$ cat config.mk
export PLATFORM = sky130hd
export DESIGN_NAME = rom_line_cache_lookup_policy_top
export DESIGN_NICKNAME = d
export VERILOG_FILES = /design/src/rtl/rlcl_pkg.sv /design/src/rtl/rom_line_cache_lookup_policy_top.sv /design/src/rtl/rlcl_ctrl.sv /design/src/rtl/rlcl_dpath.sv
export SDC_FILE = /design/constraint.sdc
export NUM_CORES = 1
export LEC_CHECK = 0
export BUFFER_PORTS_ARGS = -buffer_cell sky130_fd_sc_hd__buf_2
export CORE_ASPECT_RATIO = 0.7
export CORE_UTILIZATION = 60
export DETAILED_ROUTE_END_ITERATION = 12
export PLACE_DENSITY = 0.78
export SKIP_LAST_GASP = 1
export SLEW_MARGIN = 20
export SYNTH_ARGS = -nofsm -noshare
export SYNTH_HDL_FRONTEND = slang
export SYNTH_SLANG_ARGS = --single-unit
export TNS_END_PERCENT = 50
$ cat constraint.sdc
create_clock -name clk -period 11.5 [get_ports clk]
set_input_delay 0.575 -clock clk [delete_from_list [all_inputs] [get_ports clk]]
set_output_delay 0.575 -clock clk [all_outputs]
set_load 0.05 [all_outputs]
$ cat src/rtl/rlcl_pkg.sv
// ----------------------------------------------------------------------------
// rlcl_pkg
// Shared types and constants for the ROM line cache lookup and replacement
// control: request and result beats, controller state, command and status.
// ----------------------------------------------------------------------------
`default_nettype none

package rlcl_pkg;

  // Field widths of the request and result beats
  localparam int ADDR_W     = 26;
  localparam int LEN_W      = 27;
  localparam int SLOT_W     = 3;
  localparam int LINE_OFF_W = 12;
  localparam int SKIP_W     = 5;

  // Line geometry and bypass alignment
  localparam int LINE_SHIFT     = 12;
  localparam int LINE_BYTES     = 1 << LINE_SHIFT;
  localparam int TAG_W          = ADDR_W - LINE_SHIFT;
  localparam int TRANSFER_ALIGN = 32;

  // End-offset arithmetic is carried without wrap
  localparam int SUM_W = ADDR_W + 2;

  // Use stamps
  localparam int STAMP_W = 32;

  typedef struct packed {
    logic [ADDR_W-1:0] read_offset;
    logic [LEN_W-1:0]  read_length;
  } rlcl_in_t;

  typedef struct packed {
    logic                  hit;
    logic                  bypass;
    logic [SLOT_W-1:0]     slot;
    logic [LINE_OFF_W-1:0] line_byte_offset;
    logic [ADDR_W-1:0]     transfer_start;
    logic [LEN_W-1:0]      transfer_bytes;
    logic [SKIP_W-1:0]     skip_bytes;
  } rlcl_out_t;

  typedef enum logic [1:0] {
    ST_IDLE,
    ST_EVAL,
    ST_SCAN,
    ST_FILL
  } rlcl_state_t;

  // Controller to datapath
  typedef struct packed {
    logic load;
    logic emit_direct;
    logic scan_init;
    logic scan_step;
    logic emit_fill;
  } rlcl_cmd_t;

  // Datapath to controller
  typedef struct packed {
    logic direct;
    logic scan_last;
  } rlcl_status_t;

endpackage

`default_nettype wire

$ cat src/rtl/rom_line_cache_lookup_policy_top.sv
// ----------------------------------------------------------------------------
// rom_line_cache_lookup_policy_top
// Tag and LRU replacement control for a fully associative ROM line cache.
// ----------------------------------------------------------------------------
// A request beat is taken when start is high and busy is low. A hit or a
// line-crossing bypass is answered from the evaluate state through the
// result register. A miss walks the use stamps one entry a cycle to find
// the least recently used slot and then writes the fill. busy drops in the
// cycle the result is shown, so the next request can be taken then. Results
// appear on out_data for one cycle with out_valid and cannot be held off.
`default_nettype none

module rom_line_cache_lookup_policy_top
  import rlcl_pkg::*;
#(
  parameter int NUM_ENTRIES = 8
) (
  input  wire       clk,
  input  wire       rst_n,
  input  wire       start,
  output logic      busy,
  input  rlcl_in_t  in_data,
  output logic      out_valid,
  output rlcl_out_t out_data
);

  rlcl_cmd_t    cmd;
  rlcl_status_t status;

  // Sequencer
  rlcl_ctrl u_ctrl (
    .clk    (clk),
    .rst_n  (rst_n),
    .start  (start),
    .busy   (busy),
    .status (status),
    .cmd    (cmd)
  );

  // Tags, stamps and result
  rlcl_dpath #(
    .NUM_ENTRIES (NUM_ENTRIES)
  ) u_dpath (
    .clk       (clk),
    .rst_n     (rst_n),
    .in_data   (in_data),
    .cmd       (cmd),
    .status    (status),
    .out_valid (out_valid),
    .out_data  (out_data)
  );

endmodule

`default_nettype wire

$ cat src/rtl/rlcl_ctrl.sv
// ----------------------------------------------------------------------------
// rlcl_ctrl
// Sequencer: takes a request beat, decides between a direct answer and a
// victim scan, steps the scan and finishes with the line fill.
// ----------------------------------------------------------------------------
`default_nettype none

module rlcl_ctrl
  import rlcl_pkg::*;
(
  input  wire          clk,
  input  wire          rst_n,
  input  wire          start,
  output logic         busy,
  input  rlcl_status_t status,
  output rlcl_cmd_t    cmd
);

  rlcl_state_t state_r, state_nxt;

  // State register
  always_ff @(posedge clk) begin
    if (!rst_n) begin
      state_r <= ST_IDLE;
    end else begin
      state_r <= state_nxt;
    end
  end

  // Next state
  always_comb begin
    state_nxt = state_r;
    unique case (state_r)
      ST_IDLE: begin
        if (start) state_nxt = ST_EVAL;
      end
      ST_EVAL: begin
        state_nxt = status.direct ? ST_IDLE : ST_SCAN;
      end
      ST_SCAN: begin
        if (status.scan_last) state_nxt = ST_FILL;
      end
      ST_FILL: begin
        state_nxt = ST_IDLE;
      end
      default: begin
        state_nxt = ST_IDLE;
      end
    endcase
  end

  // Outputs
  always_comb begin
    cmd  = '0;
    busy = 1'b1;
    unique case (state_r)
      ST_IDLE: begin
        busy     = 1'b0;
        cmd.load = start;
      end
      ST_EVAL: begin
        cmd.emit_direct = status.direct;
        cmd.scan_init   = !status.direct;
      end
      ST_SCAN: begin
        cmd.scan_step = 1'b1;
      end
      ST_FILL: begin
        cmd.emit_fill = 1'b1;
      end
      default: begin
        busy = 1'b1;
      end
    endcase
  end

endmodule

`default_nettype wire

$ cat src/rtl/rlcl_dpath.sv
// ----------------------------------------------------------------------------
// rlcl_dpath
// Request register, parallel tag match, one-entry-a-cycle victim scan over
// the use stamps, entry state, stamp counter and the result register.
// ----------------------------------------------------------------------------
`default_nettype none

module rlcl_dpath
  import rlcl_pkg::*;
#(
  parameter int NUM_ENTRIES = 8
) (
  input  wire          clk,
  input  wire          rst_n,
  input  rlcl_in_t     in_data,
  input  rlcl_cmd_t    cmd,
  output rlcl_status_t status,
  output logic         out_valid,
  output rlcl_out_t    out_data
);

  localparam int IDX_W = (NUM_ENTRIES > 1) ? $clog2(NUM_ENTRIES) : 1;
  localparam logic [SUM_W-1:0]  ALIGN_M_SUM  = SUM_W'(TRANSFER_ALIGN - 1);
  localparam logic [ADDR_W-1:0] ALIGN_M_ADDR = ADDR_W'(TRANSFER_ALIGN - 1);
  localparam logic [ADDR_W-1:0] LINE_M_ADDR  = ADDR_W'(LINE_BYTES - 1);
  localparam int ALIGN_W = (TRANSFER_ALIGN > 1) ? $clog2(TRANSFER_ALIGN) : 1;

  rlcl_in_t               req_r;
  logic [NUM_ENTRIES-1:0] valid_r;
  logic [TAG_W-1:0]       tag_r   [NUM_ENTRIES];
  logic [STAMP_W-1:0]     stamp_r [NUM_ENTRIES];
  logic [STAMP_W-1:0]     stamp_ctr_r;
  logic [IDX_W-1:0]       cand_r;
  logic [STAMP_W-1:0]     cand_stamp_r;
  logic [IDX_W-1:0]       scan_idx_r;
  rlcl_out_t              out_r, out_nxt;
  logic                   out_valid_r;

  logic [LEN_W-1:0]       len_eff;
  logic [SUM_W-1:0]       last_byte;
  logic [TAG_W-1:0]       first_line;
  logic                   bypass;
  logic [NUM_ENTRIES-1:0] match;
  logic                   any_hit;
  logic [IDX_W-1:0]       hit_idx;
  logic [SKIP_W-1:0]      skip;
  logic [SUM_W-1:0]       total;
  logic [SUM_W-1:0]       rounded;
  logic                   cur_valid;
  logic [STAMP_W-1:0]     cur_stamp;
  logic                   take;
  logic                   hit_upd;

  // Request register
  always_ff @(posedge clk) begin
    if (cmd.load) req_r <= in_data;
  end

  // Line crossing check; a zero length counts as one byte
  assign len_eff    = (req_r.read_length == '0) ? LEN_W'(1) : req_r.read_length;
  assign last_byte  = SUM_W'(req_r.read_offset) + SUM_W'(len_eff) - SUM_W'(1);
  assign first_line = req_r.read_offset[ADDR_W-1:LINE_SHIFT];
  assign bypass     = last_byte[SUM_W-1:LINE_SHIFT] != (SUM_W-LINE_SHIFT)'(first_line);

  // Parallel tag match, lowest slot wins
  always_comb begin
    hit_idx = '0;
    for (int i = 0; i < NUM_ENTRIES; i++) begin
      match[i] = valid_r[i] && (tag_r[i] == first_line);
    end
    for (int i = NUM_ENTRIES - 1; i >= 0; i--) begin
      if (match[i]) hit_idx = IDX_W'(i);
    end
  end
  assign any_hit = |match;

  // Bypass window
  assign skip    = SKIP_W'(req_r.read_offset[ALIGN_W-1:0] & ALIGN_M_ADDR[ALIGN_W-1:0]);
  assign total   = SUM_W'(len_eff) + SUM_W'(skip);
  assign rounded = (total + ALIGN_M_SUM) & ~ALIGN_M_SUM;

  // Victim scan step
  assign cur_valid = valid_r[scan_idx_r];
  assign cur_stamp = stamp_r[scan_idx_r];
  assign take      = !cur_valid || (cur_stamp < cand_stamp_r);

  always_ff @(posedge clk) begin
    if (cmd.scan_init) begin
      cand_r       <= '0;
      cand_stamp_r <= stamp_r[0];
      scan_idx_r   <= IDX_W'(1);
    end else if (cmd.scan_step) begin
      if (take) begin
        cand_r       <= scan_idx_r;
        cand_stamp_r <= cur_stamp;
      end
      scan_idx_r <= scan_idx_r + IDX_W'(1);
    end
  end

  assign status.direct    = bypass || any_hit;
  assign status.scan_last = scan_idx_r == IDX_W'(NUM_ENTRIES - 1);

  // Entry state and stamp counter
  assign hit_upd = cmd.emit_direct && !bypass && any_hit;

  always_ff @(posedge clk) begin
    if (!rst_n) begin
      valid_r     <= '0;
      stamp_ctr_r <= '0;
      for (int i = 0; i < NUM_ENTRIES; i++) begin
        stamp_r[i] <= '0;
      end
    end else begin
      if (hit_upd) stamp_r[hit_idx] <= stamp_ctr_r;
      if (cmd.emit_fill) begin
        valid_r[cand_r] <= 1'b1;
        stamp_r[cand_r] <= stamp_ctr_r;
      end
      if (hit_upd || cmd.emit_fill) stamp_ctr_r <= stamp_ctr_r + STAMP_W'(1);
    end
  end

  // Tags are only read behind a valid bit
  always_ff @(posedge clk) begin
    if (cmd.emit_fill) tag_r[cand_r] <= first_line;
  end

  // Result beat
  always_comb begin
    out_nxt                  = '0;
    out_nxt.line_byte_offset = req_r.read_offset[LINE_OFF_W-1:0];
    if (cmd.emit_fill) begin
      out_nxt.slot           = SLOT_W'(cand_r);
      out_nxt.transfer_start = req_r.read_offset & ~LINE_M_ADDR;
      out_nxt.transfer_bytes = LEN_W'(LINE_BYTES);
    end else if (bypass) begin
      out_nxt.bypass         = 1'b1;
      out_nxt.skip_bytes     = skip;
      out_nxt.transfer_start = req_r.read_offset & ~ALIGN_M_ADDR;
      out_nxt.transfer_bytes = rounded[LEN_W-1:0];
    end else begin
      out_nxt.hit  = 1'b1;
      out_nxt.slot = SLOT_W'(hit_idx);
    end
  end

  always_ff @(posedge clk) begin
    if (cmd.emit_direct || cmd.emit_fill) out_r <= out_nxt;
  end

  always_ff @(posedge clk) begin
    if (!rst_n) begin
      out_valid_r <= 1'b0;
    end else begin
      out_valid_r <= cmd.emit_direct || cmd.emit_fill;
    end
  end

  assign out_valid = out_valid_r;
  assign out_data  = out_r;

endmodule

`default_nettype wire

==> metrics.cfg <==
[clocking]
clkSlewWorstSetupHoldPaths_ns = 0.07
cts_root_buf = clkbuf_16
postCtsSetupBuffers = 0
numCtsBuffers = 53
ctsResizeCount = 0
cts.sinks = 570
insertion_delay_ns = 0.61
h-tree-depth = 2
clk_path_buf_depth = 3
cts.hold.buffers_added = 0
tritoncts = yes

[yosys]
synth_ff_type = edfxtp_1
yosys.area_share.simple_pct = 12.3
synth_top_cell_area_share_pct = 57.0
synth_top_family_by_area = simple AND/OR/NAND/NOR gates
synthMuxAreaShare_pct = 9.15
synth_edf_count = 518
ys_ff_latch = 570
synth_area_leader_cell = edfxtp_1
yosysWarnings = 0
synth_area_leaders = edfxtp_1 (57%), mux4_2 (5.5%), nor2_1 (4.9%)
synth-seq-area-share_pct = 60.9
synth_area_um2 = 27300
synthCells = 2152
ys_types = 71
synth-compound-area-share_pct = 4.93
synth_commonest_cells = edfxtp_1 (518), nor2_1 (359), inv_1 (152)
async_reset_ff_share_pct = 0
avgSynthCellArea_um2 = 12.7
synthXorXnorAreaFrac_pct = 4.82
synth_fa_ha_area_share_pct = 3.90
synth_most_common_cell = edfxtp_1

[detailed_routing]
vias = 18000
drtIter0Drc = 1989
antenna_left = 0
wl_per_cell_um = 24.4
firstDrtPassIters = 6
drcViolationCount = 0
viasPerCell = 6.23
wl_um = 70600

[worst_setup_path]
timing.critical_path.arrival_ns = 7.35
reg2reg_depth = 16
rr_startpoint = u_dpath.first_line[2]$_DFFE_PP_
critPathMaxFanout = 48
slowest_stage = edfxtp_1
path_cells = inv_1, ha_1, inv_1, ha_1, a21oi_1, o21ai_0, nor2b_1, a2111o_1, nor4_1, o211ai_1, or4_1, o31ai_4, buf_4, inv_1, or4_1, a21oi_1
cp_common_cell = inv_1
r2r-end = u_dpath.stamp_ctr_r[26]$_SDFFE_PN0P_
critPathKind = reg -> reg
start_kind = register
crit_end = u_dpath.stamp_ctr_r[26]$_SDFFE_PN0P_
startpoint = u_dpath.first_line[2]$_DFFE_PP_
crit_required_ns = 12.01
r2r_slack_ns = 4.66
critPathMaxStageDelay_ns = 1.00
endpoint_kind = register

[timing]
finalWorstSetupSlack_ns = 4.66
fmax_mhz = 146
relSlewSlack_pct = 28.7
hold_viol_final = 0
skew_ns = 0.0253
fin_crit_sh_pct = 59.4
min_period_ns = 6.84
setup_viol = 0
tightest_slew_ns = 1.07
rsz0062_at_grt = false
tns_ns = 0
drv_slew = 0

[placement]
port_buffers = 122
dp_hpwl_um = 49100
pre_cts_slack_ns = 4.83
place_congestion = 0.944

[power]
p_leak_nw = 10.8
vdd_drop_max_mv = 0.138
p_per_area_nw_per_um2 = 159

[layout]
area_delta_synth_final_pct = 10.9
drive_gt1_share_pct = 17.3
diodes = 0
fillers = 2974
nets = 2394

[job]
maxCapViolCount = 0

[floorplanning]
die_h_um = 180
num_rows = 64
fp.coreArea_um2 = 44300
ios = 133
dieArea_um2 = 46300
initial_core_util_pct = 61.6
die_w_um = 257

[grt]
grt_max_degree = 67
antenna_found_initial = 4
track_usage_pct = 30.5
first_global_vias = 17100
grt_pass1_wl_um = 106000
gr-total-overflow = 0

[min_path]
min_from = in_data[45]
hold_class = in -> reg

[outcome]
status = completed

[cells in the final DEF (no fill, tap or decap), types with 13 or more instances in the layout]
cell / n
o21ai_0: 45
inv_1: 152
and2_1: 30
a21oi_1: 70
mux4_2: 66
nand3_1: 29
and3_1: 14
clkbuf_16: 54
nand2b_1: 13
nand4_1: 62
mux2i_1: 14
nor3_1: 18
mux2_4: 30
mux2_2: 37
edfxtp_1: 518
o31ai_1: 15
xnor2_1: 142
dfxtp_1: 50
clkinv_2: 14
buf_4: 28
nor4_1: 24
ha_1: 85
nor2_1: 356
nand2_1: 109
nor2b_1: 13
buf_2: 122
[state kept, by name, indices dropped and copies added (netlist names), named ones only]
name	count
u_dpath.cand_r	3
u_dpath.out_data	65
u_dpath.valid_r	8
u_ctrl.state_r	1
u_dpath.req_r	27
u_dpath.stamp_r	256
u_dpath.stamp_ctr_r	32
u_dpath.scan_idx_r	3
u_dpath.first_line	14
u_dpath.out_valid	1
u_dpath.out_nxt	12
u_dpath.tag_r	112
u_dpath.cand_stamp_r	32
[per-layer routing]
metal	routed length, um	track usage, %	vias up
met5	72	0.823	-
met4	902	5.10	6
met3	10700	12.2	94
met2	27800	39.6	1105
met1	31200	48.2	8848
li1	-	-	7954
[through the flow]
step	instances	cell area, um^2	utilization (%)	power, mW	hold slack, ns
after floorplan	2161	27300	-	2.80	0.426
after CTS	2891	30200	68.3	4.79	0.121
final	2891	30200	68.3	4.80	0.134
after global routing	2891	30200	68.3	4.94	0.118
after detailed placement	2792	28400	64.1	2.97	0.435
after global placement	2792	28400	64.1	2.96	0.433
[final cells by class]
type | instances | area [um^2] | area share [%]
Clock inverter | 33 | 403 | 1.33
Inverter | 152 | 571 | 1.89
Timing Repair Buffer | 150 | 821 | 2.71
Clock buffer | 66 | 1430 | 4.72
Tap cell | 594 | 743 | 2.46
Multi-Input combinational cell | 1326 | 9670 | 32.0
Sequential cell | 570 | 16600 | 54.9
[how the worst min path moves through the flow]
| stage | endpoint | depth (start not counted) |
|---|---|---|
| finish | u_dpath.first_line[6]$_DFFE_PP_ | 1 |
| global placement | u_dpath.out_data[61]$_DFFE_PP_ | 0 |
| detailed placement | u_dpath.out_data[69]$_DFFE_PP_ | 0 |
| floorplan | u_dpath.out_data[59]$_DFFE_PP_ | 0 |
| CTS | u_dpath.first_line[6]$_DFFE_PP_ | 1 |
| global route | u_dpath.first_line[6]$_DFFE_PP_ | 1 |
[logic make-up (layout without fill, tap and decap cells)]
group	after synthesis	in the layout
simple gates	724	724
flops	570	570
buf+inv	265	401
compound gates	210	210
xor+xnor	150	150
mux	147	147
fa+ha+maj	85	85
other cells	1	10
[report_power, final]
| part | switching (mW) | internal, mW | total, mW |
|---|---|---|---|
| logic | 0.346 | 0.216 | 0.562 |
| clock network | 0.788 | 1.06 | 1.85 |
| registers | 0.0592 | 2.32 | 2.38 |
| total | 1.19 | 3.60 | 4.80 |
[critical path, delay by kind of cell (launching register included)]
kind	cells	cell delay [ns]
compound gates	6	1.90
simple gates	4	1.75
buf+inv	4	1.33
flops	1	1.00
fa+ha+maj	2	0.72
(Power assumes the default switching activity.)
